===== src/design/tarc_pkg.sv =====
// types and constants shared by the teach-and-replay axis controller
// no dependencies; used by tarc_ctrl, tarc_dp and the top level
package tarc_pkg;

    localparam int NUM_LIMITS    = 4;
    localparam int LIMIT_BITS    = 8;
    localparam int CFG_IDX_BITS  = 3;
    localparam int CFG_DATA_BITS = 8;
    localparam int COUNT_BITS    = 4;

    typedef enum logic [2:0]
    {
        OP_TICK,
        OP_JOG_UP,
        OP_JOG_DOWN,
        OP_SAVE,
        OP_CLEAR,
        OP_REPLAY,
        OP_REHOME
    } op_t;

    typedef enum logic [1:0]
    {
        MODE_HOMING,
        MODE_TEACH,
        MODE_REPLAY,
        MODE_DONE
    } mode_t;

    typedef enum logic [1:0]
    {
        MOTOR_NONE,
        MOTOR_FWD,
        MOTOR_BWD,
        MOTOR_OFF
    } motor_t;

    typedef enum logic [1:0]
    {
        SAVE_NONE,
        SAVE_STORED,
        SAVE_REJECTED
    } save_t;

    typedef enum logic [1:0]
    {
        POS_HOLD,
        POS_UP,
        POS_DOWN,
        POS_STEP_DOWN
    } pos_op_t;

    typedef enum logic [2:0]
    {
        ST_IDLE,
        ST_EXEC,
        ST_SCAN,
        ST_SAVE,
        ST_FETCH,
        ST_STEP
    } ctrl_state_t;

    typedef struct packed
    {
        logic [2:0] op;
        logic [1:0] axis;
    } cmd_item_t;

    typedef struct packed
    {
        logic [1:0] motor_axis;
        logic [1:0] motor_cmd;
        logic [7:0] axis_position;
        logic [1:0] control_mode;
        logic [1:0] save_status;
        logic [3:0] stored_count;
    } res_item_t;

    typedef struct packed
    {
        pos_op_t                 pos_op;
        logic                    rd_en;
        logic                    rd_blank;
        logic                    wr_en;
        logic                    load_out;
        motor_t                  motor_cmd;
        mode_t                   mode;
        save_t                   save_status;
        logic [COUNT_BITS-1:0]   stored_count;
    } dp_cmd_t;

    typedef struct packed
    {
        logic sel_zero;
        logic row_match;
        logic diff_up;
        logic out_free;
    } dp_stat_t;

endpackage


===== src/design/tarc_dp.sv =====
// datapath: axis position counters, limit registers, taught-position store,
// row compare and the result register; uses tarc_pkg, driven by tarc_ctrl
module tarc_dp #(
    parameter int STORE_ROWS = 8,
    parameter int AXIS_COUNT = 4,
    parameter int POS_BITS   = 8
) (
    input  logic                                       clk,
    input  logic                                       rst_n,
    input  logic                                       cfg_we,
    input  logic [tarc_pkg::CFG_IDX_BITS-1:0]          cfg_index,
    input  logic [tarc_pkg::CFG_DATA_BITS-1:0]         cfg_data,
    input  tarc_pkg::dp_cmd_t                          cmd,
    input  logic [$clog2(AXIS_COUNT)-1:0]              sel_axis,
    input  logic [(STORE_ROWS > 1 ? $clog2(STORE_ROWS) : 1)-1:0] row_addr,
    output tarc_pkg::dp_stat_t                         stat,
    output logic [$clog2(AXIS_COUNT)-1:0]              diff_axis,
    output logic                                       res_valid,
    input  logic                                       res_stall,
    output tarc_pkg::res_item_t                        res_item
);

    localparam int AXIS_BITS = $clog2(AXIS_COUNT);
    localparam int WIDE_BITS = (POS_BITS > tarc_pkg::LIMIT_BITS) ? POS_BITS
                                                                 : tarc_pkg::LIMIT_BITS;
    localparam logic [POS_BITS-1:0] POS_MAX = '1;

    typedef logic [AXIS_COUNT-1:0][POS_BITS-1:0] row_vec_t;

    logic [tarc_pkg::LIMIT_BITS-1:0] lim_max_reg [tarc_pkg::NUM_LIMITS];
    logic [tarc_pkg::LIMIT_BITS-1:0] lim_min_reg [tarc_pkg::NUM_LIMITS];

    row_vec_t pos_reg;
    row_vec_t mem [STORE_ROWS];
    row_vec_t rd_data_reg;
    logic     rd_blank_reg;
    row_vec_t row_data;

    logic                      res_valid_reg;
    logic                      res_valid_next;
    tarc_pkg::res_item_t       res_item_reg;

    logic [1:0]                lim_idx;
    logic [POS_BITS-1:0]       cur_pos;
    logic [POS_BITS-1:0]       new_pos;
    logic [POS_BITS-1:0]       pos_hi;
    logic [POS_BITS-1:0]       pos_lo;
    logic [WIDE_BITS-1:0]      max_wide;
    logic [WIDE_BITS-1:0]      min_wide;
    logic                      found;
    logic                      diff_up;

    // limit registers
    always_ff @(posedge clk or negedge rst_n)
    begin
        if (!rst_n)
        begin
            for (int i = 0; i < tarc_pkg::NUM_LIMITS; i++)
            begin
                lim_max_reg[i] <= tarc_pkg::LIMIT_BITS'(6);
                lim_min_reg[i] <= '0;
            end
        end
        else if (cfg_we)
        begin
            if (int'(cfg_index) < tarc_pkg::NUM_LIMITS)
                lim_max_reg[cfg_index[1:0]] <= cfg_data;
            else
                lim_min_reg[cfg_index[1:0]] <= cfg_data;
        end
    end

    // axes past the limit table share the last entry
    assign lim_idx  = (int'(sel_axis) > tarc_pkg::NUM_LIMITS - 1) ?
                      2'(tarc_pkg::NUM_LIMITS - 1) : 2'(sel_axis);
    assign max_wide = WIDE_BITS'(lim_max_reg[lim_idx]);
    assign min_wide = WIDE_BITS'(lim_min_reg[lim_idx]);
    assign pos_hi   = (max_wide > WIDE_BITS'(POS_MAX)) ? POS_MAX : POS_BITS'(max_wide);
    assign pos_lo   = (min_wide > WIDE_BITS'(POS_MAX)) ? POS_MAX : POS_BITS'(min_wide);

    assign cur_pos  = pos_reg[sel_axis];

    always_comb
    begin
        case (cmd.pos_op)
            tarc_pkg::POS_UP:        new_pos = (cur_pos >= pos_hi) ? pos_hi : cur_pos + 1'b1;
            tarc_pkg::POS_DOWN:      new_pos = (cur_pos <= pos_lo) ? pos_lo : cur_pos - 1'b1;
            tarc_pkg::POS_STEP_DOWN: new_pos = cur_pos - 1'b1;
            default:                 new_pos = cur_pos;
        endcase
    end

    always_ff @(posedge clk or negedge rst_n)
    begin
        if (!rst_n)
            pos_reg <= '0;
        else if (cmd.pos_op != tarc_pkg::POS_HOLD)
            pos_reg[sel_axis] <= new_pos;
    end

    // store of taught rows, one row per address
    always_ff @(posedge clk)
    begin
        if (cmd.wr_en)
            mem[row_addr] <= pos_reg;
        if (cmd.rd_en)
        begin
            rd_data_reg  <= mem[row_addr];
            rd_blank_reg <= cmd.rd_blank;
        end
    end

    // rows past the fill count read as cleared
    assign row_data = rd_blank_reg ? '0 : rd_data_reg;

    // lowest axis that differs from the fetched row
    always_comb
    begin
        found     = 1'b0;
        diff_axis = '0;
        diff_up   = 1'b0;
        for (int a = AXIS_COUNT - 1; a >= 0; a--)
        begin
            if (pos_reg[a] != row_data[a])
            begin
                found     = 1'b1;
                diff_axis = AXIS_BITS'(a);
                diff_up   = pos_reg[a] < row_data[a];
            end
        end
    end

    assign stat.diff_up   = diff_up;
    assign stat.row_match = !found;
    assign stat.sel_zero  = (cur_pos == '0);
    assign stat.out_free  = !res_valid_reg || !res_stall;

    // result register
    always_comb
    begin
        if (cmd.load_out)
            res_valid_next = 1'b1;
        else if (!res_stall)
            res_valid_next = 1'b0;
        else
            res_valid_next = res_valid_reg;
    end

    always_ff @(posedge clk or negedge rst_n)
    begin
        if (!rst_n)
            res_valid_reg <= 1'b0;
        else
            res_valid_reg <= res_valid_next;
    end

    always_ff @(posedge clk)
    begin
        if (cmd.load_out)
        begin
            res_item_reg.motor_axis    <= 2'(sel_axis);
            res_item_reg.motor_cmd     <= cmd.motor_cmd;
            res_item_reg.axis_position <= 8'(new_pos);
            res_item_reg.control_mode  <= cmd.mode;
            res_item_reg.save_status   <= cmd.save_status;
            res_item_reg.stored_count  <= cmd.stored_count;
        end
    end

    assign res_valid = res_valid_reg;
    assign res_item  = res_item_reg;

endmodule


===== src/design/tarc_ctrl.sv =====
// controller: mode, homing and replay sequencing, store fill count and
// the save scan; uses tarc_pkg, drives tarc_dp through command and status
module tarc_ctrl #(
    parameter int STORE_ROWS = 8,
    parameter int AXIS_COUNT = 4
) (
    input  logic                                       clk,
    input  logic                                       rst_n,
    input  logic                                       cmd_valid,
    output logic                                       cmd_stall,
    input  tarc_pkg::cmd_item_t                        cmd_item,
    output tarc_pkg::dp_cmd_t                          cmd,
    output logic [$clog2(AXIS_COUNT)-1:0]              sel_axis,
    output logic [(STORE_ROWS > 1 ? $clog2(STORE_ROWS) : 1)-1:0] row_addr,
    input  tarc_pkg::dp_stat_t                         stat,
    input  logic [$clog2(AXIS_COUNT)-1:0]              diff_axis
);

    localparam int AXIS_BITS = $clog2(AXIS_COUNT);
    localparam int ROW_BITS  = (STORE_ROWS > 1) ? $clog2(STORE_ROWS) : 1;
    localparam int CNT_BITS  = $clog2(STORE_ROWS + 1);
    localparam int HOME_BITS = $clog2(AXIS_COUNT + 1);

    tarc_pkg::ctrl_state_t state_reg, state_next;
    tarc_pkg::mode_t       mode_reg, mode_next;

    logic [2:0]            op_reg;
    logic [1:0]            axis_reg;
    logic [CNT_BITS-1:0]   used_reg, used_next;
    logic [CNT_BITS-1:0]   replay_row_reg, replay_row_next;
    logic [CNT_BITS-1:0]   scan_cnt_reg, scan_cnt_next;
    logic                  dup_reg, dup_next;
    logic [HOME_BITS-1:0]  home_axis_reg, home_axis_next;
    logic                  after_replay_reg, after_replay_next;
    logic [HOME_BITS-1:0]  home_last;
    logic                  accept;
    logic                  jog_ok;

    assign accept    = cmd_valid && (state_reg == tarc_pkg::ST_IDLE);
    assign cmd_stall = (state_reg != tarc_pkg::ST_IDLE);
    assign home_last = after_replay_reg ? HOME_BITS'(AXIS_COUNT - 1) : HOME_BITS'(AXIS_COUNT);
    assign jog_ok    = (op_reg == tarc_pkg::OP_JOG_UP || op_reg == tarc_pkg::OP_JOG_DOWN)
                       && (int'(axis_reg) < AXIS_COUNT);

    always_ff @(posedge clk or negedge rst_n)
    begin
        if (!rst_n)
        begin
            state_reg        <= tarc_pkg::ST_IDLE;
            mode_reg         <= tarc_pkg::MODE_HOMING;
            used_reg         <= '0;
            replay_row_reg   <= '0;
            scan_cnt_reg     <= '0;
            dup_reg          <= 1'b0;
            home_axis_reg    <= '0;
            after_replay_reg <= 1'b0;
        end
        else
        begin
            state_reg        <= state_next;
            mode_reg         <= mode_next;
            used_reg         <= used_next;
            replay_row_reg   <= replay_row_next;
            scan_cnt_reg     <= scan_cnt_next;
            dup_reg          <= dup_next;
            home_axis_reg    <= home_axis_next;
            after_replay_reg <= after_replay_next;
        end
    end

    always_ff @(posedge clk)
    begin
        if (accept)
        begin
            op_reg   <= cmd_item.op;
            axis_reg <= cmd_item.axis;
        end
    end

    // next state
    always_comb
    begin
        state_next = state_reg;
        case (state_reg)
            tarc_pkg::ST_IDLE:
            begin
                if (cmd_valid)
                begin
                    if (cmd_item.op == tarc_pkg::OP_SAVE && mode_reg == tarc_pkg::MODE_TEACH)
                        state_next = tarc_pkg::ST_SCAN;
                    else if (cmd_item.op == tarc_pkg::OP_TICK
                             && mode_reg == tarc_pkg::MODE_REPLAY
                             && replay_row_reg < used_reg)
                        state_next = tarc_pkg::ST_FETCH;
                    else
                        state_next = tarc_pkg::ST_EXEC;
                end
            end
            tarc_pkg::ST_SCAN:
            begin
                if (scan_cnt_reg == CNT_BITS'(STORE_ROWS))
                    state_next = tarc_pkg::ST_SAVE;
            end
            tarc_pkg::ST_FETCH:
                state_next = tarc_pkg::ST_STEP;
            tarc_pkg::ST_EXEC, tarc_pkg::ST_SAVE, tarc_pkg::ST_STEP:
            begin
                if (stat.out_free)
                    state_next = tarc_pkg::ST_IDLE;
            end
            default:
                state_next = tarc_pkg::ST_IDLE;
        endcase
    end

    // commands to the datapath and bookkeeping updates
    always_comb
    begin
        cmd.pos_op        = tarc_pkg::POS_HOLD;
        cmd.rd_en         = 1'b0;
        cmd.rd_blank      = 1'b0;
        cmd.wr_en         = 1'b0;
        cmd.load_out      = 1'b0;
        cmd.motor_cmd     = tarc_pkg::MOTOR_NONE;
        cmd.save_status   = tarc_pkg::SAVE_NONE;
        sel_axis          = '0;
        row_addr          = '0;
        mode_next         = mode_reg;
        used_next         = used_reg;
        replay_row_next   = replay_row_reg;
        scan_cnt_next     = scan_cnt_reg;
        dup_next          = dup_reg;
        home_axis_next    = home_axis_reg;
        after_replay_next = after_replay_reg;

        case (state_reg)
            tarc_pkg::ST_IDLE:
            begin
                scan_cnt_next = '0;
                dup_next      = 1'b0;
            end
            tarc_pkg::ST_SCAN:
            begin
                // read one row per cycle, compare the row fetched the cycle before
                if (scan_cnt_reg != CNT_BITS'(STORE_ROWS))
                begin
                    cmd.rd_en     = 1'b1;
                    cmd.rd_blank  = (scan_cnt_reg >= used_reg);
                    row_addr      = scan_cnt_reg[ROW_BITS-1:0];
                    scan_cnt_next = scan_cnt_reg + 1'b1;
                end
                if (scan_cnt_reg != '0)
                    dup_next = dup_reg || stat.row_match;
            end
            tarc_pkg::ST_SAVE:
            begin
                if (stat.out_free)
                begin
                    cmd.load_out = 1'b1;
                    if (!dup_reg && used_reg < CNT_BITS'(STORE_ROWS))
                    begin
                        cmd.wr_en       = 1'b1;
                        row_addr        = used_reg[ROW_BITS-1:0];
                        used_next       = used_reg + 1'b1;
                        cmd.save_status = tarc_pkg::SAVE_STORED;
                    end
                    else
                    begin
                        cmd.save_status = tarc_pkg::SAVE_REJECTED;
                    end
                    mode_next         = tarc_pkg::MODE_HOMING;
                    home_axis_next    = '0;
                    after_replay_next = 1'b0;
                end
            end
            tarc_pkg::ST_FETCH:
            begin
                cmd.rd_en = 1'b1;
                row_addr  = replay_row_reg[ROW_BITS-1:0];
            end
            tarc_pkg::ST_STEP:
            begin
                if (stat.out_free)
                begin
                    cmd.load_out = 1'b1;
                    if (!stat.row_match)
                    begin
                        sel_axis      = diff_axis;
                        cmd.pos_op    = stat.diff_up ? tarc_pkg::POS_UP : tarc_pkg::POS_DOWN;
                        cmd.motor_cmd = stat.diff_up ? tarc_pkg::MOTOR_FWD : tarc_pkg::MOTOR_BWD;
                    end
                    else
                    begin
                        replay_row_next   = replay_row_reg + 1'b1;
                        mode_next         = tarc_pkg::MODE_HOMING;
                        home_axis_next    = '0;
                        after_replay_next = 1'b1;
                    end
                end
            end
            tarc_pkg::ST_EXEC:
            begin
                if (stat.out_free)
                begin
                    cmd.load_out = 1'b1;
                    if (op_reg == tarc_pkg::OP_REHOME)
                    begin
                        mode_next         = tarc_pkg::MODE_HOMING;
                        home_axis_next    = '0;
                        after_replay_next = 1'b0;
                    end
                    else
                    begin
                        case (mode_reg)
                            tarc_pkg::MODE_HOMING:
                            begin
                                if (op_reg == tarc_pkg::OP_TICK)
                                begin
                                    if (home_axis_reg < home_last)
                                    begin
                                        sel_axis = AXIS_BITS'(home_axis_reg);
                                        if (stat.sel_zero)
                                        begin
                                            cmd.motor_cmd  = tarc_pkg::MOTOR_OFF;
                                            home_axis_next = home_axis_reg + 1'b1;
                                        end
                                        else
                                        begin
                                            cmd.pos_op    = tarc_pkg::POS_STEP_DOWN;
                                            cmd.motor_cmd = tarc_pkg::MOTOR_BWD;
                                        end
                                    end
                                    else
                                    begin
                                        home_axis_next = '0;
                                        if (after_replay_reg)
                                        begin
                                            // last axis is left at its position, only switched off
                                            after_replay_next = 1'b0;
                                            sel_axis          = AXIS_BITS'(AXIS_COUNT - 1);
                                            cmd.motor_cmd     = tarc_pkg::MOTOR_OFF;
                                            mode_next         = tarc_pkg::MODE_REPLAY;
                                        end
                                        else
                                        begin
                                            mode_next = tarc_pkg::MODE_TEACH;
                                        end
                                    end
                                end
                            end
                            tarc_pkg::MODE_TEACH:
                            begin
                                if (jog_ok)
                                begin
                                    sel_axis = AXIS_BITS'(axis_reg);
                                    if (op_reg == tarc_pkg::OP_JOG_UP)
                                    begin
                                        cmd.pos_op    = tarc_pkg::POS_UP;
                                        cmd.motor_cmd = tarc_pkg::MOTOR_FWD;
                                    end
                                    else
                                    begin
                                        cmd.pos_op    = tarc_pkg::POS_DOWN;
                                        cmd.motor_cmd = tarc_pkg::MOTOR_BWD;
                                    end
                                end
                                else if (op_reg == tarc_pkg::OP_CLEAR)
                                begin
                                    used_next = '0;
                                end
                                else if (op_reg == tarc_pkg::OP_REPLAY)
                                begin
                                    mode_next       = tarc_pkg::MODE_REPLAY;
                                    replay_row_next = '0;
                                end
                            end
                            tarc_pkg::MODE_REPLAY:
                            begin
                                // rows are handled in the fetch path; here none is left
                                if (op_reg == tarc_pkg::OP_TICK)
                                    mode_next = tarc_pkg::MODE_DONE;
                            end
                            default:
                            begin
                                mode_next = mode_reg;
                            end
                        endcase
                    end
                end
            end
            default:
            begin
                mode_next = mode_reg;
            end
        endcase

        cmd.mode         = mode_next;
        cmd.stored_count = tarc_pkg::COUNT_BITS'(used_next);
    end

endmodule


===== src/design/teach_and_replay_axis_controller_top.sv =====
// Teach-and-replay sequencer for up to four axes. One command is taken per
// transfer and gives exactly one result transfer. Jogs, clear, replay start,
// rehome, homing ticks and the replay tick that finds no row left go from
// accept through the execute state to the result register; a replay tick
// that steps toward a stored row first reads the row store; a save first
// runs the duplicate check that reads and compares one store row per cycle
// over the whole store. The next command is taken as soon as the result
// sits in the output register, even while that result is stalled. The user
// must write limits on the cfg port only while no command is in flight; the
// block does not enforce it. Depends on tarc_pkg, tarc_ctrl and tarc_dp.
module teach_and_replay_axis_controller_top #(
    parameter int STORE_ROWS = 8,
    parameter int AXIS_COUNT = 4,
    parameter int POS_BITS   = 8
) (
    input  logic                                clk,
    input  logic                                rst_n,
    input  logic                                cfg_we,
    input  logic [tarc_pkg::CFG_IDX_BITS-1:0]   cfg_index,
    input  logic [tarc_pkg::CFG_DATA_BITS-1:0]  cfg_data,
    input  logic                                cmd_valid,
    output logic                                cmd_stall,
    input  tarc_pkg::cmd_item_t                 cmd_item,
    output logic                                res_valid,
    input  logic                                res_stall,
    output tarc_pkg::res_item_t                 res_item
);

    localparam int AXIS_BITS = $clog2(AXIS_COUNT);
    localparam int ROW_BITS  = (STORE_ROWS > 1) ? $clog2(STORE_ROWS) : 1;

    tarc_pkg::dp_cmd_t       dp_cmd;
    tarc_pkg::dp_stat_t      dp_stat;
    logic [AXIS_BITS-1:0]    sel_axis;
    logic [AXIS_BITS-1:0]    diff_axis;
    logic [ROW_BITS-1:0]     row_addr;

    tarc_ctrl #(
        .STORE_ROWS (STORE_ROWS),
        .AXIS_COUNT (AXIS_COUNT)
    ) u_ctrl (
        .clk       (clk),
        .rst_n     (rst_n),
        .cmd_valid (cmd_valid),
        .cmd_stall (cmd_stall),
        .cmd_item  (cmd_item),
        .cmd       (dp_cmd),
        .sel_axis  (sel_axis),
        .row_addr  (row_addr),
        .stat      (dp_stat),
        .diff_axis (diff_axis)
    );

    tarc_dp #(
        .STORE_ROWS (STORE_ROWS),
        .AXIS_COUNT (AXIS_COUNT),
        .POS_BITS   (POS_BITS)
    ) u_dp (
        .clk       (clk),
        .rst_n     (rst_n),
        .cfg_we    (cfg_we),
        .cfg_index (cfg_index),
        .cfg_data  (cfg_data),
        .cmd       (dp_cmd),
        .sel_axis  (sel_axis),
        .row_addr  (row_addr),
        .stat      (dp_stat),
        .diff_axis (diff_axis),
        .res_valid (res_valid),
        .res_stall (res_stall),
        .res_item  (res_item)
    );

endmodule

===== config.mk =====
export PLATFORM = sky130hd
export DESIGN_NAME = teach_and_replay_axis_controller_top
export DESIGN_NICKNAME = d
export VERILOG_FILES = /design/src/design/tarc_pkg.sv /design/src/design/tarc_dp.sv /design/src/design/tarc_ctrl.sv /design/src/design/teach_and_replay_axis_controller_top.sv
export SDC_FILE = /design/constraint.sdc
export NUM_CORES = 1
export LEC_CHECK = 0
export ABC_AREA = 1
export BUFFER_PORTS_ARGS = -buffer_cell sky130_fd_sc_hd__clkbuf_2
export CAP_MARGIN = 10
export CORE_ASPECT_RATIO = 0.8
export CORE_MARGIN = 2
export CORE_UTILIZATION = 61
export CTS_CLUSTER_DIAMETER = 200
export DETAILED_ROUTE_END_ITERATION = 7
export GPL_TIMING_DRIVEN = 1
export PLACE_DENSITY = 0.76
export SETUP_SLACK_MARGIN = 0.5
export SYNTH_ARGS = -nofsm -noshare
export SYNTH_HDL_FRONTEND = slang
export SYNTH_SLANG_ARGS = --single-unit

===== constraint.sdc =====
create_clock -name clk -period 6.9 [get_ports clk]
set_clock_uncertainty 0.15 [all_clocks]
set_input_delay 1.38 -clock clk [delete_from_list [all_inputs] [get_ports clk]]
set_output_delay 1.38 -clock clk [all_outputs]
set_load 0.1 [all_outputs]

After elaboration in Yosys (flattened, before gate mapping)
Memories as Yosys holds them, arrays and structs flattened. A register that Yosys moved wholly into a read port is not among the register bits.
Index checks and enable logic that the tools add are counted.
Operators by class
  add/sub/neg operators: 6
  $lt $le $gt $ge: 18
  equality and inequality tests: 41
  mux-type cells: 138
  bitwise logic cells: 3
  reductions and logical operators: 36
Operator list (count)
  32-bit bitwise mux: 3
  8-bit two-way mux: 11
  2-bit two-way mux: 40
  4-bit two-way mux: 16
  3-bit two-way mux: 19
  8-bit binary-select mux with 2-bit select: 3
  8-bit demux with 2-bit select: 2
  8-bit < comparator: 4
  32-bit two-way mux: 1
  8-bit != test: 4
  1-bit two-way mux: 24
  2-bit one-hot mux with 2 select lines: 6
  4-bit one-hot mux with 2 select lines: 3
  8-bit one-hot mux with 3 select lines: 1
  2-bit != test, second input constant: 9
  3-bit one-hot mux with 3 select lines: 2
  8-bit > comparator, second input constant: 2
  8-bit AND reduction: 2
  3-bit == test, second input constant: 5
  4-bit by 1-bit adder with 4-bit output, second input constant: 3
  3-bit by 2-bit == test with 1-bit output, second input constant: 4
  2-bit by 1-bit != test with 1-bit output, second input constant: 6
  2-bit one-hot mux with 3 select lines: 2
  3-bit one-hot mux with 4 select lines: 1
  other kinds (39): 69
Storage, ports and cells
  register bits: 145
  RAM bits: 256
  input port bits: 21
  memories kept: 1
Memory list
  u_dp.mem: depth 8, width 32, read ports 1, clocked after memory_dff 1, wr ports 1, RTL line tarc_dp.sv:34  | row_vec_t mem [STORE_ROWS];

Logic depth before layout (Yosys ltp)
  word-level depth: 22
  depth in mapped cells: 34
  depth with buffers taken out: 31

Modules after synthesis
From an unflattened synthesis, not the netlist that was laid out.
Unflattened totals
  cells, all modules: 1940
  area total of the unflattened synthesis: 19804.0 µm²
Modules (own cells, without submodules)
  tarc_dp: times used 1, cells each 1619, area an instance 17634.4 µm², seq. area each 11716.2 µm²
  tarc_ctrl: times used 1, cells each 321, area an instance 2169.6 µm², seq. area each 700.7 µm²

Worst setup path before layout
No wires, ideal clock.
  path kind: input to register
  from: input res_stall
  to: register u_dp.res_item_reg (netlist bit u_dp.res_item[11]) (data pin)
  setup time: 255 ps
  data arrival time: 4663 ps
  path slack: 1833 ps
  stages: 22
  buffers on the path: 3
  cells stage by stage: nand2_1 inv_2 nor2_4 nand2_2 nand2_4 inv_2 buf_6 nand2_1 inv_1 buf_2 a221oi_1 ha_1 a21oi_1 nor2_1 a211oi_1 nand3_1 inv_1 clkbuf_1 o21ai_0 o21ai_0 nand3_2 and2_1
Between the ends
  cells in the longest elaborated chain, start to end: 16
  elaborated cells on any way between the ends: 37
  those cells by class: add/sub: 2; order compare: 4; eq/ne: 3; mux: 24; bitwise: 1; reduce/logical: 3
Ends and longest elaborated chain
  start: declaration: RTL line teach_and_replay_axis_controller_top.sv:25  | input logic res_stall,
  1-bit zero test (*): RTL line tarc_dp.sv:136  | assign stat.out_free = !res_valid_reg || !res_stall;
  1-bit logical OR (*): RTL line tarc_dp.sv:136
  parallel branches: the longest is 13 deep, another holds 8-bit > comparator
  8-bit one-hot mux with 3 select lines (*): RTL line tarc_dp.sv:85  | case (cmd.pos_op)
  named net u_dp.new_pos[3]: RTL line tarc_dp.sv:45  | logic [POS_BITS-1:0] new_pos;
  end: declaration: RTL line tarc_dp.sv:41  | tarc_pkg::res_item_t res_item_reg;
Mark *: on every way through the listed nets, which the timed path passes. The select of a mux whose other input is x is not followed.
A chain may end at the register's enable or synchronous reset.

Worst setup path after layout
  from: register u_dp.rd_blank_reg
  to: register u_dp.pos_reg[6] (netlist name)
Between the ends
  cells in the longest elaborated chain, start to end: 22
  elaborated cells on any way between the ends: 65
  those cells by class: add/sub: 2; order compare: 10; eq/ne: 7; mux: 42; bitwise: 1; reduce/logical: 3
Ends and longest elaborated chain
  start: declaration: RTL line tarc_dp.sv:36  | logic rd_blank_reg;
  start signal: assignment: RTL line tarc_dp.sv:109  | rd_blank_reg <= cmd.rd_blank;
  32-bit two-way mux (*): RTL line tarc_dp.sv:114  | assign row_data = rd_blank_reg ? '0 : rd_data_reg;
  parallel branches: the longest is 21 deep, another holds 8-bit != test
  end signal: indexed assignment: RTL line tarc_dp.sv:98  | pos_reg[sel_axis] <= new_pos;
  end: declaration: RTL line tarc_dp.sv:33  | row_vec_t pos_reg;
Mark *: on every way between the ends. The select of a mux whose other input is x is not followed.

==> summary.md <==
| Metric | Value |
|---|---|
| DP Cell Count | 2288 |
| RR Endpoint | u_dp.pos_reg[6] |
| Routed wire per std cell | 20.6 um |
| Netlist Area Pre-Place | 0.0196 sq mm |
| CTS resizes | 0 |
| Actual slew at the worst max-slew pin | 1.09 ns |
| Post-synthesis compound-gate area fraction | between 10% and 20% |
| Max VDD drop | 0.238 mV |
| HP Start | u_dp.lim_min_reg[12] |
| Layout cell share with drive strength beyond 1 | slightly above 10% |
| ANT nets after route | 0 |
| Hold_buf cts | 0 |
| Die area | 0.0337 sq mm |
| N_diodes | 0 |
| DIE WIDTH | 205 um |
| Leading area contributor after synthesis | edfxtp_1 |
| Worst r2r path cells | 29 |
| Max Cap Viol | 0 |
| Yosys top cell area share | 48.0% |
| Total track usage | 29.7% |
| Hold depth | 2 |
| CTS Buf Count | 42 |
| Die Ht | 165 um |
| First-pass GRT wire length | ~76000 um |
| Clock Path Buffers | 3 |
| GP Congestion | 0.909 |
| First DRT Iteration DRCs | between 1500 and 2000 |
| DR pass1 iterations | 5 |
| Root buf cell | clkbuf_16 |
| Finished Layout Cells | approximately 2400 |
| Max Slew Vio Count | 0 |
| Crit path time final | slightly below 6 ns |
| Filler cells | 2360 |
| Data arrival, critical path | around 6.1 ns |
| Synth warnings | 0 |
| Startpoint types | register |
| DR vias/cell | 6.01 |
| Crit path capture type | register |
| CTS tree | built |
| Leakage | around 0.0084 uW |
| Largest Register | u_dp.mem |
| Slew headroom | 27.6% |
| Vias in the first global route | roughly 14000 |
| Post-synth EDFFs | ~310 |
| Most used DFF post-synth | edfxtp_1 |
| Vias | 14200 |
| Crit path max fanout | 28 |
| I/O Buffers | 42 |
| Peak Freq | 172 MHz |
| WL final | 48800 um |
| XOR/XNOR share of the synthesized area | less than 1% |
| Delay of the slowest critical-path stage | 0.69 ns |
| Initial antenna violation count | 1 |
| Clock Latency Late Sink | 0.55 ns |
| Detailed Place HPWL | 30900 um |
| # IOs | 43 |
| Initial core utilization | 62.2% |
| Post-Syn Nets | around 2000 |
| Number of synthesized register bits | 433 |
| DRC Markers | 0 |
| GRT overflow | 0 |
| Largest net degree at the start of global routing | 101 |
| CTS H-tree depth | 2 |
| Mapped Cells | 1874 |
| CTS sink count | 433 |
| Std-Cell Rows | 58 |
| Hold Crit Class | register to register |
| Setup TNS | 0 ns |
| Setup repair bufs after CTS | 0 |
| Final Hold Vio Count | 0 |
| Outcome | complete, no violations |
| Synth top area cells | edfxtp_1 (48%), dfrtp_1 (14%), nand2_1 (6.6%) |
| Most common cell in the synthesized netlist | nand2_1 |
| FF-to-FF setup slack | 1.08 ns |
| Register area share after synthesis | 63.2% |
| Nets | 2000 |
| Crit path top cell by count | nand2_1 |
| R2r startpoint | u_dp.rd_blank_reg |
| Syn_area_per_cell | 10.5 sq um |
| Final Setup Violations | 0 |
| Commonest cells in the netlist | nand2_1 (344), edfxtp_1 (314), nor2_1 (292) |
| Slowest stage cell, crit path | nor2_1 |
| Clk slew on worst S/H paths | 0.07 ns |
| Core area | 0.0316 sq mm |
| WP data required | 7.17 ns |
| RSZ-0062 raised after global routing | no |
| Simple-Gate Fraction of Synth Area | between 10% and 20% |
| Post-synthesis async set-or-reset flop share | 27.5% |
| Max FFs per register | around 260 |
| Adder-cell share of the synthesized area | under 10% |
| Power per cell area | 344 mW/mm^2 |
| Multiplexer share of the synthesized area | 0.0509% |
| Netlist cell types | 55 |
| Hold EP | u_dp.lim_min_reg[12] |
| Crit path kind | register to register |
| Largest family of logic cells by synthesized area | simple AND/OR/NAND/NOR gates |
| Area grow syn2layout | 9.98% |
| Period utilization | ~84% |
## cell usage in the layout, fill, tap and decap left out, types with 21 or more instances in the layout
master	n
ha_1	66
edfxtp_1	314
a21oi_1	56
dfrtp_1	111
nand4_1	21
nor2_1	282
clkbuf_16	44
nand3_1	56
clkbuf_2	41
nand2_1	342
inv_1	126
o2111ai_1	33
o21ai_0	234
## routing by layer
layer / routed length, um / vias to the layer above / GRT usage (%)
li1: - / 6593 / -
met1: 21700 / 6921 / 43.1
met2: 21900 / 591 / 46.1
met3: 3960 / 99 / 5.37
met4: 1220 / 0 / 9.03
met5: 0 / - / 0
## power by group
group	switching, uW	internal, uW	leakage (uW)
clock network	947	1230	0.000630
logic	1360	505	0.00367
registers	268	3130	0.00412
total	2580	4870	0.00842
## cell families (layout without fill, tap and decap cells)
logic type / count (synthesis) / count (layout)
and+or+nand+nor: 787 / 787
DFF: 433 / 433
AOI/OAI and AO/OA: 380 / 380
buffers and inverters: 200 / 271
adders and majority gates: 66 / 66
xor gates and xnor gates: 7 / 7
muxes: 1 / 1
## area by class of cell
class                   count  area [sq um]  area share [%]
clock buffers              60          1180            5.47
multi-input cells        1241          6500            30.1
clock inverters            16           111           0.515
repair buffers             61           363            1.68
flip-flops and latches    433         12400            57.5
well taps                 420           526            2.43
inverters                 134           505            2.34
## worst max-delay path: cells and delay by family (launching register included)
| kind | cells | cell delay [ns] |
|---|---|---|
| flip-flops | 1 | 0.41 |
| adder cells (fa/ha/maj) | 2 | 0.57 |
| buffers and inverters | 5 | 0.83 |
| AND/OR/NAND/NOR | 22 | 3.70 |
## through the flow
step | hold slack (ns) | cell area [sq um] | worst slack [ns] | power, uW | util, %
floorplan | 0.303 | 19600 | 1.83 | 4750 | -
global placement | 0.316 | 20300 | 0.738 | 5220 | 64.3
detailed placement | 0.323 | 20300 | 0.811 | 5260 | 64.3
CTS | 0.338 | 21600 | 1.11 | 7420 | 68.4
global route | 0.355 | 21600 | 0.574 | 7780 | 68.5
finish | 0.333 | 21600 | 1.08 | 7440 | 68.5
## how the worst max path moves through the flow
stage / start / end / slack [ns]
after global routing: u_dp.rd_blank_reg / u_dp.pos_reg[4] / 0.57
after CTS: u_dp.rd_blank_reg / u_dp.pos_reg[6] / 1.11
after floorplan: res_stall / u_dp.res_item[11] / 1.83
after global placement: res_stall / u_dp.pos_reg[3] / 0.74
after detailed placement: res_stall / u_dp.pos_reg[6] / 0.81
final: u_dp.rd_blank_reg / u_dp.pos_reg[6] / 1.08
Power figures use the tool's default switching activity.
